$ cat src/sv/esc_pkg.sv
`timescale 1ns / 1ps

package esc_pkg;

    // compensation constants
    localparam logic [63:0] PRESS_T_OFFSET = 64'd128000;
    localparam logic [63:0] PRESS_RAW_BASE = 64'd1048576;
    localparam logic [63:0] PRESS_SCALE    = 64'd3125;
    localparam logic [63:0] PRESS_P1_BIAS  = 64'd140737488355328;
    localparam logic [31:0] HUM_T_OFFSET   = 32'd76800;
    localparam logic [31:0] HUM_CLAMP_MAX  = 32'd419430400;
    localparam logic [31:0] HUM_BIAS_A     = 32'd2097152;
    localparam logic [31:0] HUM_ROUND_A    = 32'd16384;
    localparam logic [31:0] HUM_BIAS_B     = 32'd32768;
    localparam logic [31:0] HUM_ROUND_B    = 32'd8192;
    localparam logic [31:0] TEMP_ROUND     = 32'd128;

    // configuration register indexes
    typedef enum logic [2:0] {
        CFG_TEMP     = 3'd0,
        CFG_PRESS_LO = 3'd1,
        CFG_PRESS_HI = 3'd2,
        CFG_PRESS_P9 = 3'd3,
        CFG_HUM      = 3'd4
    } t_cfg_idx;

    // one raw sample triple
    typedef struct packed {
        logic [19:0] raw_temperature;
        logic [19:0] raw_pressure;
        logic [15:0] raw_humidity;
    } t_item;

    // calibration coefficient registers
    typedef struct packed {
        logic [47:0] temp;
        logic [63:0] press_lo;
        logic [63:0] press_hi;
        logic [15:0] press_p9;
        logic [63:0] hum;
    } t_coeffs;

endpackage

$ cat src/sv/esc_front.sv
`timescale 1ns / 1ps

module esc_front (
    input  logic           i_clk,
    input  logic           i_rst_n,
    input  logic           i_valid,
    output logic           o_ready,
    input  esc_pkg::t_item i_item,
    output logic           o_item_valid,
    output esc_pkg::t_item o_item,
    input  logic           i_pop
);

    esc_pkg::t_item r_mem [2];
    logic           r_wp;
    logic           r_rp;
    logic [1:0]     r_cnt;
    logic           w_push;

    // two-entry request queue toward the sequencer
    assign o_ready      = (r_cnt != 2'd2);
    assign w_push       = i_valid && o_ready;
    assign o_item_valid = (r_cnt != 2'd0);
    assign o_item       = r_mem[r_rp];

    always_ff @(posedge i_clk) begin
        if (w_push) begin
            r_mem[r_wp] <= i_item;
        end
        if (!i_rst_n) begin
            r_wp  <= 1'b0;
            r_rp  <= 1'b0;
            r_cnt <= 2'd0;
        end else begin
            if (w_push) begin
                r_wp <= ~r_wp;
            end
            if (i_pop) begin
                r_rp <= ~r_rp;
            end
            r_cnt <= r_cnt + {1'b0, w_push} - {1'b0, i_pop};
        end
    end

    a_cnt_range: assert property (@(posedge i_clk) disable iff (!i_rst_n)
        r_cnt != 2'd3) else $error("queue count out of range");
    a_no_pop_empty: assert property (@(posedge i_clk) disable iff (!i_rst_n)
        i_pop |-> r_cnt != 2'd0) else $error("pop from empty queue");

endmodule

$ cat config.mk
export PLATFORM = sky130hd
export DESIGN_NAME = esc_front
export DESIGN_NICKNAME = d
export VERILOG_FILES = /design/src/sv/esc_pkg.sv /design/src/sv/esc_front.sv
export SDC_FILE = /design/constraint.sdc
export NUM_CORES = 1
export LEC_CHECK = 0
export BUFFER_PORTS_ARGS = -buffer_cell sky130_fd_sc_hd__buf_2
export CAP_MARGIN = 25
export CORE_MARGIN = 10
export CORE_UTILIZATION = 47
export CTS_BUF_LIST = sky130_fd_sc_hd__clkbuf_16
export DETAILED_ROUTE_END_ITERATION = 10
export PLACE_DENSITY = 0.76
export SYNTH_ARGS = -nofsm -noshare
export SYNTH_HDL_FRONTEND = slang
export SYNTH_SLANG_ARGS = --single-unit
$ cat constraint.sdc
create_clock -name i_clk -period 2.35 [get_ports i_clk]
set_input_delay 0.47 -clock i_clk [delete_from_list [all_inputs] [get_ports i_clk]]
set_output_delay 0.47 -clock i_clk [all_outputs]
set_load 0.02 [all_outputs]
==> qor.json, run 1 <==
{
  "power_per_cell_area_nw_per_um2": 1040,
  "yosys_register_bits": 117,
  "syn2layout_area_growth_pct": 31.6,
  "setup.worst_path.start_class": "register",
  "max_slew.worst_pin.slew_ns": 0.519,
  "hold_class": "in -> reg",
  "cts_max_level": 4,
  "design.final.nets": 399,
  "setup_repair_after_global_routing_missed_its_margin": "no",
  "max_freq_ghz": 0.498,
  "start_util_pct": 48.8,
  "io-pin-count": 118,
  "antenna_violating_nets_post_route": 0,
  "pin_count_of_the_biggest_net_entering_global_routing": 41,
  "placed_cells_incl_taps": 427,
  "design.die.area_sq_um": 13400,
  "overflow": 0,
  "grt_first_pass_wirelength_um": 12700,
  "internal_power_mw": 4.56,
  "tritoncts": "yes",
  "final_core_util_pct": 64.2,
  "synth_cell_type_count": 24,
  "slew-limit-headroom_pct": 65.4,
  "router_iterations_before_antenna_repair": 4,
  "sequentialPowerShare_pct": 43.0,
  "clock-skew-final_ns": 0.0109,
  "routed-via-count": 2280,
  "power.switching_fraction_pct": 22.9,
  "minimum_clock_period_ns": 2.01,
  "placedInstanceArea_sq_um": 5070,
  "antenna_found_initial": 0,
  "p_clk_share_pct": 44.1,
  "fin_cells": 459,
  "post_synth.cell_area_avg_sq_um": 21.4,
  "cts_max_path_buffers": 2,
  "gp_congestion": 0.724,
  "grt.total_usage_pct": 12.6,
  "power.switching_mw": 1.35,
  "ys_seq_area_share_pct": 80.2,
  "route.detailed.vias_per_inst": 4.97,
  "critPathRequiredTime_ns": 1.88,
  "criticalPathCategory": "reg -> out",
  "seq_area_sq_um": 3460,
  "die_w_um": 116,
  "tns_ns": 0,
  "final_area_sq_um": 5680,
  "synthTopCellsByArea": "edfxtp_1 (78%), mux2_2 (15%), dfxtp_1 (2.3%), buf_6 (1.0%), and2_1 (0.43%)",
  "multi_input_combinational_cell_area_sq_um": 791,
  "hold_violation_total_from_the_final_report": 0,
  "placeable_core_region_sq_um": 8850,
  "layout-drive-gt1-share_pct": 61.0,
  "portion_of_the_clock_cycle_consumed_by_the_worst_path_in_the_final_layout_pct": 85.4,
  "setup_viol": 0,
  "maxCapViolations": 0,
  "crit_path_end_kind": "output port",
  "netlist_area_sq_um": 4320,
  "ir_drop_mv": 0.565,
  "pre_cts_ws_ns": 0.651,
  "cts-hold-fix-buffers": 0,
  "clkSlewWorstSetupHoldPaths_ns": 0.06,
  "antenna_cells_inserted": 0,
  "cts.sinks": 117,
  "power_mw": 5.92,
  "power_leakage_nw": 2.18,
  "synthesis.yosys.warnings": 0,
  "cts_setup_buffers": 0,
  "synth_cells": 202,
  "worst_case_hold_slack_ns": 0.260,
  "drcViolationCount": 0,
  "clock-root-buffer": "clkbuf_16",
  "critical_path_arrival_ns": 1.54,
  "hpwlAfterDp_um": 5750,
  "setup_slack_ns": 0.342,
  "pwr-share-comb_pct": 12.9,
  "postSynthNetCount": 263,
  "yosys.area.top_type_share_pct": 77.9,
  "die-height_um": 116,
  "fillers": 631,
  "cts.repair.resized": 0,
  "first_global_vias": 2498,
  "floorplan.rows": 34,
  "run_status": "complete, no violations",
  "synth_top_cell_by_area": "edfxtp_1",
  "slew_viol_final": 0,
  "port-buffer-count": 117,
  "detail_route.wirelength_um": 8400,
  "worstPathMaxFanout": 40,
  "initialDrtViolationCount": 90,
  "drt-wirelength-per-cell_um": 18.3,
  "worst_skew_pair.late_latency_ns": 0.40,
  "tritoncts_buffers": 17
}
-- registers in the layout, summed over array words and instances (netlist names), named ones only --
name and cells:
r_wp 1, r_rp 1, r_mem 112, r_cnt 2
-- worst paths after layout --
check                           slack, ns       start            to  cells after the start
worst min-delay path                 0.26  i_item[20]  r_mem[1][20]                      1
worst max register to register       0.71    r_cnt[0]  r_mem[0][31]                      4
worst min register to register       0.58        r_wp          r_wp                      2
worst max-delay path                 0.34    register    o_item[31]                      3
-- cell usage after synthesis --
cell and count:
nand3b_1 2, ha_1 1, a21boi_2 1, nand2_1 2, dfxtp_1 5, a211oi_1 1
inv_1 2, nand2b_1 1, buf_6 4, nor4b_1 1, edfxtp_1 112, a211o_1 1
mux2_2 56, mux2i_1 1, a21bo_2 1, nand3_1 1, a21boi_1 1, or2_2 1
xor2_1 1, and2_1 3, and3_1 1, buf_4 1, xnor2_1 1, buf_2 1
-- kinds of logic after synthesis --
kind of cell | after synthesis | synth area share, %
multiplexers | 57 | 14.8
AO/OA/AOI/OAI | 5 | 1.04
XOR/XNOR | 2 | 0.406
AND/OR/NAND/NOR | 12 | 1.71
adder cells (fa/ha/maj) | 1 | 0.290
flip-flops | 117 | 80.2
buffers and inverters | 8 | 1.51
-- cell type report --
cell class / count / share of cell area (%)
clock buffer: 17 / 7.49
timing repair buffer: 123 / 11.8
inverter: 2 / 0.132
multi-input combinational: 77 / 13.9
clock inverter: 15 / 3.35
sequential: 117 / 61.0
tap: 108 / 2.38
-- power by group through the flow --
stage / Clock [mW] / Combinational [mW] / Sequential (mW)
after floorplan: 0 / 0.489 / 2.57
final: 2.61 / 0.761 / 2.54
after global placement: 0 / 0.761 / 2.57
after CTS: 2.65 / 0.779 / 2.54
after global routing: 2.75 / 0.822 / 2.56
after detailed placement: 0 / 0.774 / 2.59
-- routing by layer --
metal,wire [um],vias to the layer above,track usage (%)
met5,0,-,0
met4,25,0,4.00
met3,794,2,6.56
met2,4130,96,20.3
met1,3450,1103,14.3
li1,-,1079,-
-- layout by cell type (no fill, tap or decap) --
cell and n:
a211o_1 1, a211oi_1 1, a21bo_2 1, a21boi_1 1, a21boi_2 1, and2_1 3, and3_2 1, buf_12 3
buf_2 117, buf_4 3, bufinv_16 4, clkbuf_16 17, clkinv_1 2, clkinv_2 2, clkinv_4 3, clkinvlp_4 3
dfxtp_1 4, dfxtp_2 1, edfxtp_1 112, ha_1 1, inv_1 2, inv_2 1, mux2_2 56, mux2i_1 1
nand2_1 2, nand2b_1 1, nand3_1 1, nand3b_1 2, nor4b_1 1, or2_2 1, xnor2_1 1, xor2_1 1
-- worst max-delay path: stages, from the launching register on --
cell and delay, ns:
dfxtp_2 0.35, buf_12 0.23, mux2_2 0.38, buf_2 0.16
Power figures use the tool's default switching activity.
==> run 2: changes to the inputs <==
- ABC_AREA: not set -> 1
- PLACE_DENSITY: 0.76 -> 0.75
==> qor.json, run 2 <==
{
  "run_status": "complete, no violations",
  "worst-path-buf-inv": 2,
  "ir_drop_mv": 0.678,
  "synth_top_cell_by_area": "edfxtp_1",
  "holdCritStartpoint": "i_item[0]",
  "netlist_area_sq_um": 4430,
  "yosys.area.top_type_share_pct": 75.9,
  "layout_commonest_cell": "buf_2",
  "layout-drive-gt1-share_pct": 59.6,
  "clkSlewWorstSetupHoldPaths_ns": 0.05,
  "top_register": "r_mem",
  "crit_path_end_kind": "output port",
  "pin_count_of_the_biggest_net_entering_global_routing": 58,
  "setup.worst_path.start_class": "register",
  "seq_area_sq_um": 3470,
  "reg2reg_to": "r_mem[0][24]",
  "critical_path_arrival_ns": 1.71,
  "setup_repair_after_global_routing_missed_its_margin": "no",
  "routed-via-count": 2275,
  "cts_setup_buffers": 0,
  "cp_cell_sequence": "buf_12, mux2_2, buf_2",
  "placed_cells_incl_taps": 433,
  "critical_path.endpoint": "o_item[55]",
  "sequentialPowerShare_pct": 42.1,
  "drt-wirelength-per-cell_um": 18.3,
  "postSynthNetCount": 267,
  "timing.critical_path.slowest_stage_cell": "dfxtp_4",
  "power.switching_mw": 1.36,
  "initialDrtViolationCount": 96,
  "power_per_cell_area_nw_per_um2": 1040,
  "pwr-share-comb_pct": 13.1,
  "clock-skew-final_ns": 0.00849,
  "yosys_register_bits": 117,
  "post_synth.cell_area_avg_sq_um": 21.5,
  "antenna_violating_nets_post_route": 0,
  "die_w_um": 117,
  "critPathRequiredTime_ns": 1.88,
  "tritoncts_buffers": 17,
  "clock-root-buffer": "clkbuf_16",
  "worst-path-stages": 3,
  "tns_ns": 0,
  "fillers": 671,
  "synthFlopType": "edfxtp_1",
  "worst_skew_pair.late_latency_ns": 0.39,
  "power_mw": 6.07,
  "fin_cells": 467,
  "placedInstanceArea_sq_um": 5190,
  "drcViolationCount": 0,
  "max_freq_ghz": 0.458,
  "synth-async-reset-ratio_pct": 0,
  "worstRegToRegCells": 5,
  "synthTopCellsByArea": "edfxtp_1 (76%), mux2_4 (14%), mux2_2 (4.1%), dfxtp_1 (2.3%), buf_6 (1.3%)",
  "first_global_vias": 2530,
  "route.detailed.vias_per_inst": 4.87,
  "synth_cell_type_count": 14,
  "detail_route.wirelength_um": 8560,
  "netlist_top_cells_count": "edfxtp_1 (112), mux2_4 (40), mux2_2 (16)",
  "final_area_sq_um": 5830,
  "setup_viol": 0,
  "grt_first_pass_wirelength_um": 13300,
  "maxCapViolations": 0,
  "yosysMostFrequentCell": "edfxtp_1",
  "max_slew.worst_pin.slew_ns": 0.426,
  "synthesis.yosys.warnings": 0,
  "largest_register_ffs": 112,
  "port-buffer-count": 117,
  "tritoncts": "yes",
  "timing.rr.start": "r_cnt[0]",
  "cts.sinks": 117,
  "worstPathMaxFanout": 24,
  "floorplan.rows": 35,
  "cts-hold-fix-buffers": 0,
  "cts.repair.resized": 0,
  "path_delay_family": "flip-flops",
  "slew-limit-headroom_pct": 71.6,
  "start_util_pct": 48.2,
  "cts_max_path_buffers": 2,
  "internal_power_mw": 4.70,
  "hpwlAfterDp_um": 5800,
  "criticalPathCategory": "reg -> out",
  "p_clk_share_pct": 44.9,
  "synth_cells": 206,
  "slew_viol_final": 0,
  "gp_congestion": 0.777,
  "overflow": 0,
  "post_synth_edffs": 112,
  "die-height_um": 117,
  "router_iterations_before_antenna_repair": 4,
  "minimum_clock_period_ns": 2.18,
  "critical_path.max_stage_delay_ns": 0.54,
  "multi_input_combinational_cell_area_sq_um": 895,
  "antenna_found_initial": 2,
  "io-pin-count": 118,
  "power.switching_fraction_pct": 22.5,
  "reg2reg_slack_ns": 0.76,
  "grt.total_usage_pct": 13.1,
  "placeable_core_region_sq_um": 9200,
  "syn2layout_area_growth_pct": 31.6,
  "layout_top_registers": "r_mem (112), r_cnt (2)",
  "hold_class": "in -> reg",
  "cts_max_level": 4,
  "hold_violation_total_from_the_final_report": 0,
  "power_leakage_nw": 2.34,
  "final_cell_mix": "buf_2 (117), edfxtp_1 (112), mux2_4 (40)",
  "design.final.nets": 402,
  "design.die.area_sq_um": 13700,
  "portion_of_the_clock_cycle_consumed_by_the_worst_path_in_the_final_layout_pct": 93.0,
  "ys_seq_area_share_pct": 78.2
}
-- run 2: changes by cell type after synthesis, moves of 2 or more --
cell      previous run  this run
nand2_1              2         9
and2_1               3         0
nor2_1               0         4
mux2_4               0        40
inv_1                2         7
nand3b_1             2         0
a21oi_1              0         2
mux2_2              56        16
-- run 2: final cells by class --
cell class	instances	area share (%)
Antenna cell	2	0.0858
Inverter	7	0.451
Sequential cell	117	59.5
Multi-Input combinational cell	76	15.3
Timing Repair Buffer	122	11.3
Clock inverter	15	3.67
Tap cell	111	2.38
Clock buffer	17	7.29
-- run 2: worst register-to-register path, stage by stage, from the launching register on --
cell and delay, ns:
dfxtp_1 0.33, inv_1 0.06, nand2_1 0.09, nand2_1 0.20, nor2_4 0.14, buf_4 0.39
-- run 2: worst min path at each step --
stage / end / slack [ns] / depth (start not counted)
2_1_floorplan: register / 0.48 / 2
3_3_place_gp: r_rp / 0.50 / 2
3_5_place_dp: r_rp / 0.51 / 2
4_1_cts: r_mem[1][36] / 0.24 / 1
5_1_grt: r_mem[0][43] / 0.24 / 1
6_report: r_mem[1][0] / 0.26 / 1
-- run 2: power by group through the flow --
stage | Sequential [mW] | Clock, mW | Combinational (mW)
after global routing | 2.57 | 2.87 | 0.853
after global placement | 2.58 | 0 | 0.792
after CTS | 2.55 | 2.78 | 0.810
final | 2.55 | 2.72 | 0.792
after floorplan | 2.57 | 0 | 0.547
after detailed placement | 2.60 | 0 | 0.807
-- run 2: cell families after synthesis --
| family | Yosys count | synth area share [%] |
|---|---|---|
| mux | 56 | 17.6 |
| buf+inv | 13 | 1.98 |
| xor+xnor | 2 | 0.395 |
| simple gates | 15 | 1.33 |
| fa+ha+maj | 1 | 0.282 |
| flops | 117 | 78.2 |
| compound gates | 2 | 0.226 |
-- run 2: per-layer routing --
metal	wire [um]	share of wire (%)	GRT usage, %
met4	69	0.81	4.20
met2	4480	52	22.2
met3	787	9.2	6.98
met1	3220	38	13.7
met5	0	0	0
-- run 2: metrics by stage --
step	hold WS, ns	utilization [%]	setup WS [ns]
detailed placement	0.509	56.4	0.558
floorplan	0.480	-	-0.309
global route	0.243	63.4	0.0729
CTS	0.240	63.4	0.126
global placement	0.497	56.4	0.557
finish	0.263	63.4	0.166
==> run 3: changes to the inputs <==
- CORE_UTILIZATION: 47 -> 40
- PLACE_DENSITY: 0.75 -> 0.66
- REMOVE_ABC_BUFFERS: not set -> 1
==> qor.json, run 3 (synthesis gave the netlist of run 2 again) <==
{
  "design.final.nets": 403,
  "reg2reg_slack_ns": 0.75,
  "cts.repair.resized": 0,
  "pre_cts_ws_ns": 0.491,
  "layout-drive-gt1-share_pct": 59.4,
  "placedInstanceArea_sq_um": 5220,
  "crit_path_end_kind": "output port",
  "worstRegToRegCells": 5,
  "initialDrtViolationCount": 73,
  "ir_drop_mv": 0.475,
  "reg2reg_to": "r_mem[0][1]",
  "detail_route.wirelength_um": 8380,
  "final_core_util_pct": 53.8,
  "hpwlAfterDp_um": 5690,
  "placed_cells_incl_taps": 463,
  "layout_top_registers": "r_mem (112), r_cnt (2)",
  "cts_max_path_buffers": 2,
  "cts_max_level": 4,
  "design.die.area_sq_um": 15700,
  "clock-skew-final_ns": 0.00549,
  "pin_count_of_the_biggest_net_entering_global_routing": 41,
  "max_slew.worst_pin.slew_ns": 0.404,
  "tritoncts_buffers": 17,
  "critPathRequiredTime_ns": 1.88,
  "minimum_clock_period_ns": 2.23,
  "drt-wirelength-per-cell_um": 16.9,
  "critical_path.endpoint": "o_item[10]",
  "worst-path-stages": 3,
  "start_util_pct": 40.9,
  "top_register": "r_mem",
  "clkSlewWorstSetupHoldPaths_ns": 0.05,
  "overflow": 0,
  "die-height_um": 125,
  "setup_slack_ns": 0.117,
  "io-pin-count": 118,
  "floorplan.rows": 38,
  "worst_skew_pair.late_latency_ns": 0.40,
  "max_freq_ghz": 0.448,
  "slew_viol_final": 0,
  "router_iterations_before_antenna_repair": 6,
  "hold_class": "in -> reg",
  "gp_congestion": 0.678,
  "cts-hold-fix-buffers": 0,
  "syn2layout_area_growth_pct": 31.7,
  "criticalPathCategory": "reg -> out",
  "grt_first_pass_wirelength_um": 13100,
  "port-buffer-count": 117,
  "antenna_cells_inserted": 0,
  "route.detailed.vias_per_inst": 4.57,
  "tritoncts": "yes",
  "power_per_cell_area_nw_per_um2": 1020,
  "timing.rr.start": "r_cnt[0]",
  "setup.worst_path.start_class": "register",
  "portion_of_the_clock_cycle_consumed_by_the_worst_path_in_the_final_layout_pct": 95.0,
  "drcViolationCount": 0,
  "critical_path_arrival_ns": 1.76,
  "critical_path.max_stage_delay_ns": 0.55,
  "first_global_vias": 2510,
  "layout_commonest_cell": "buf_2",
  "die_w_um": 125,
  "placeable_core_region_sq_um": 10800,
  "routed-via-count": 2262,
  "path_delay_family": "flip-flops",
  "antenna_found_initial": 1,
  "cts_setup_buffers": 0,
  "maxCapViolations": 0,
  "clock-root-buffer": "clkbuf_16",
  "worst-path-buf-inv": 2,
  "power_mw": 5.96,
  "run_status": "complete, no violations",
  "final_area_sq_um": 5830,
  "power_leakage_nw": 2.31,
  "slew-limit-headroom_pct": 73.1,
  "timing.critical_path.slowest_stage_cell": "dfxtp_4",
  "hold_violation_total_from_the_final_report": 0,
  "grt.total_usage_pct": 10.7,
  "antenna_violating_nets_post_route": 0,
  "setup_viol": 0,
  "setup_repair_after_global_routing_missed_its_margin": "no",
  "largest_register_ffs": 112,
  "worstPathMaxFanout": 27,
  "final_cell_mix": "buf_2 (117), edfxtp_1 (112), mux2_4 (40)",
  "fin_cells": 495,
  "cp_cell_sequence": "buf_12, mux2_2, buf_2",
  "cts.sinks": 117
}
[run 3: cell count changes in the layout (fill, tap and decap cells not counted), sizes merged]
cell and change:
buf +1, inv -1, clkinv -2, bufinv -1, diode -2, clkinvlp +4
[run 3: metrics by stage]
| step | hold slack [ns] | TNS (ns) |
|---|---|---|
| floorplan | 0.480 | -171.59 |
| global placement | 0.497 | 0 |
| detailed placement | 0.509 | 0 |
| CTS | 0.240 | 0 |
| global route | 0.237 | 0 |
| finish | 0.261 | 0 |
[run 3: final cells by class]
type	instances	area, sq um
sequential	117	3470
tap	140	175
inverter	7	26.3
fill	870	5010
multi-input combinational	76	895
clock inverter	15	190
clock buffer	17	425
timing repair buffer	123	656
[run 3: worst min-delay path by stage]
stage	end	depth (start not counted)	slack (ns)	from
CTS	r_mem[0][55]	1	0.24	i_item[55]
floorplan	register	2	0.48	r_rp
detailed placement	register	2	0.51	r_rp
global placement	register	2	0.50	r_rp
global route	r_mem[1][55]	1	0.24	i_item[55]
finish	r_mem[0][55]	1	0.26	i_item[55]
[run 3: worst reg2reg max path, stage by stage, from the launching register on]
cell and delay (ns):
dfxtp_1 0.34, inv_1 0.06, nand2_1 0.10, nand2_1 0.21
nor2_4 0.15, buf_4 0.37
[run 3: power by group]
part / switching, mW / total [mW] / internal [mW]
sequential: 0.0591 / 2.55 / 2.49
clock: 0.870 / 2.63 / 1.76
combinational: 0.446 / 0.785 / 0.339
total: 1.37 / 5.96 / 4.59
[run 3: metal layers]
metal  vias up  GRT usage (%)  wire length (um)
li1       1072              -                 -
met1      1088           11.9              3540
met2        87           17.0              4040
met3        13           5.41               671
met4         2           4.47               108
met5         -              0                20
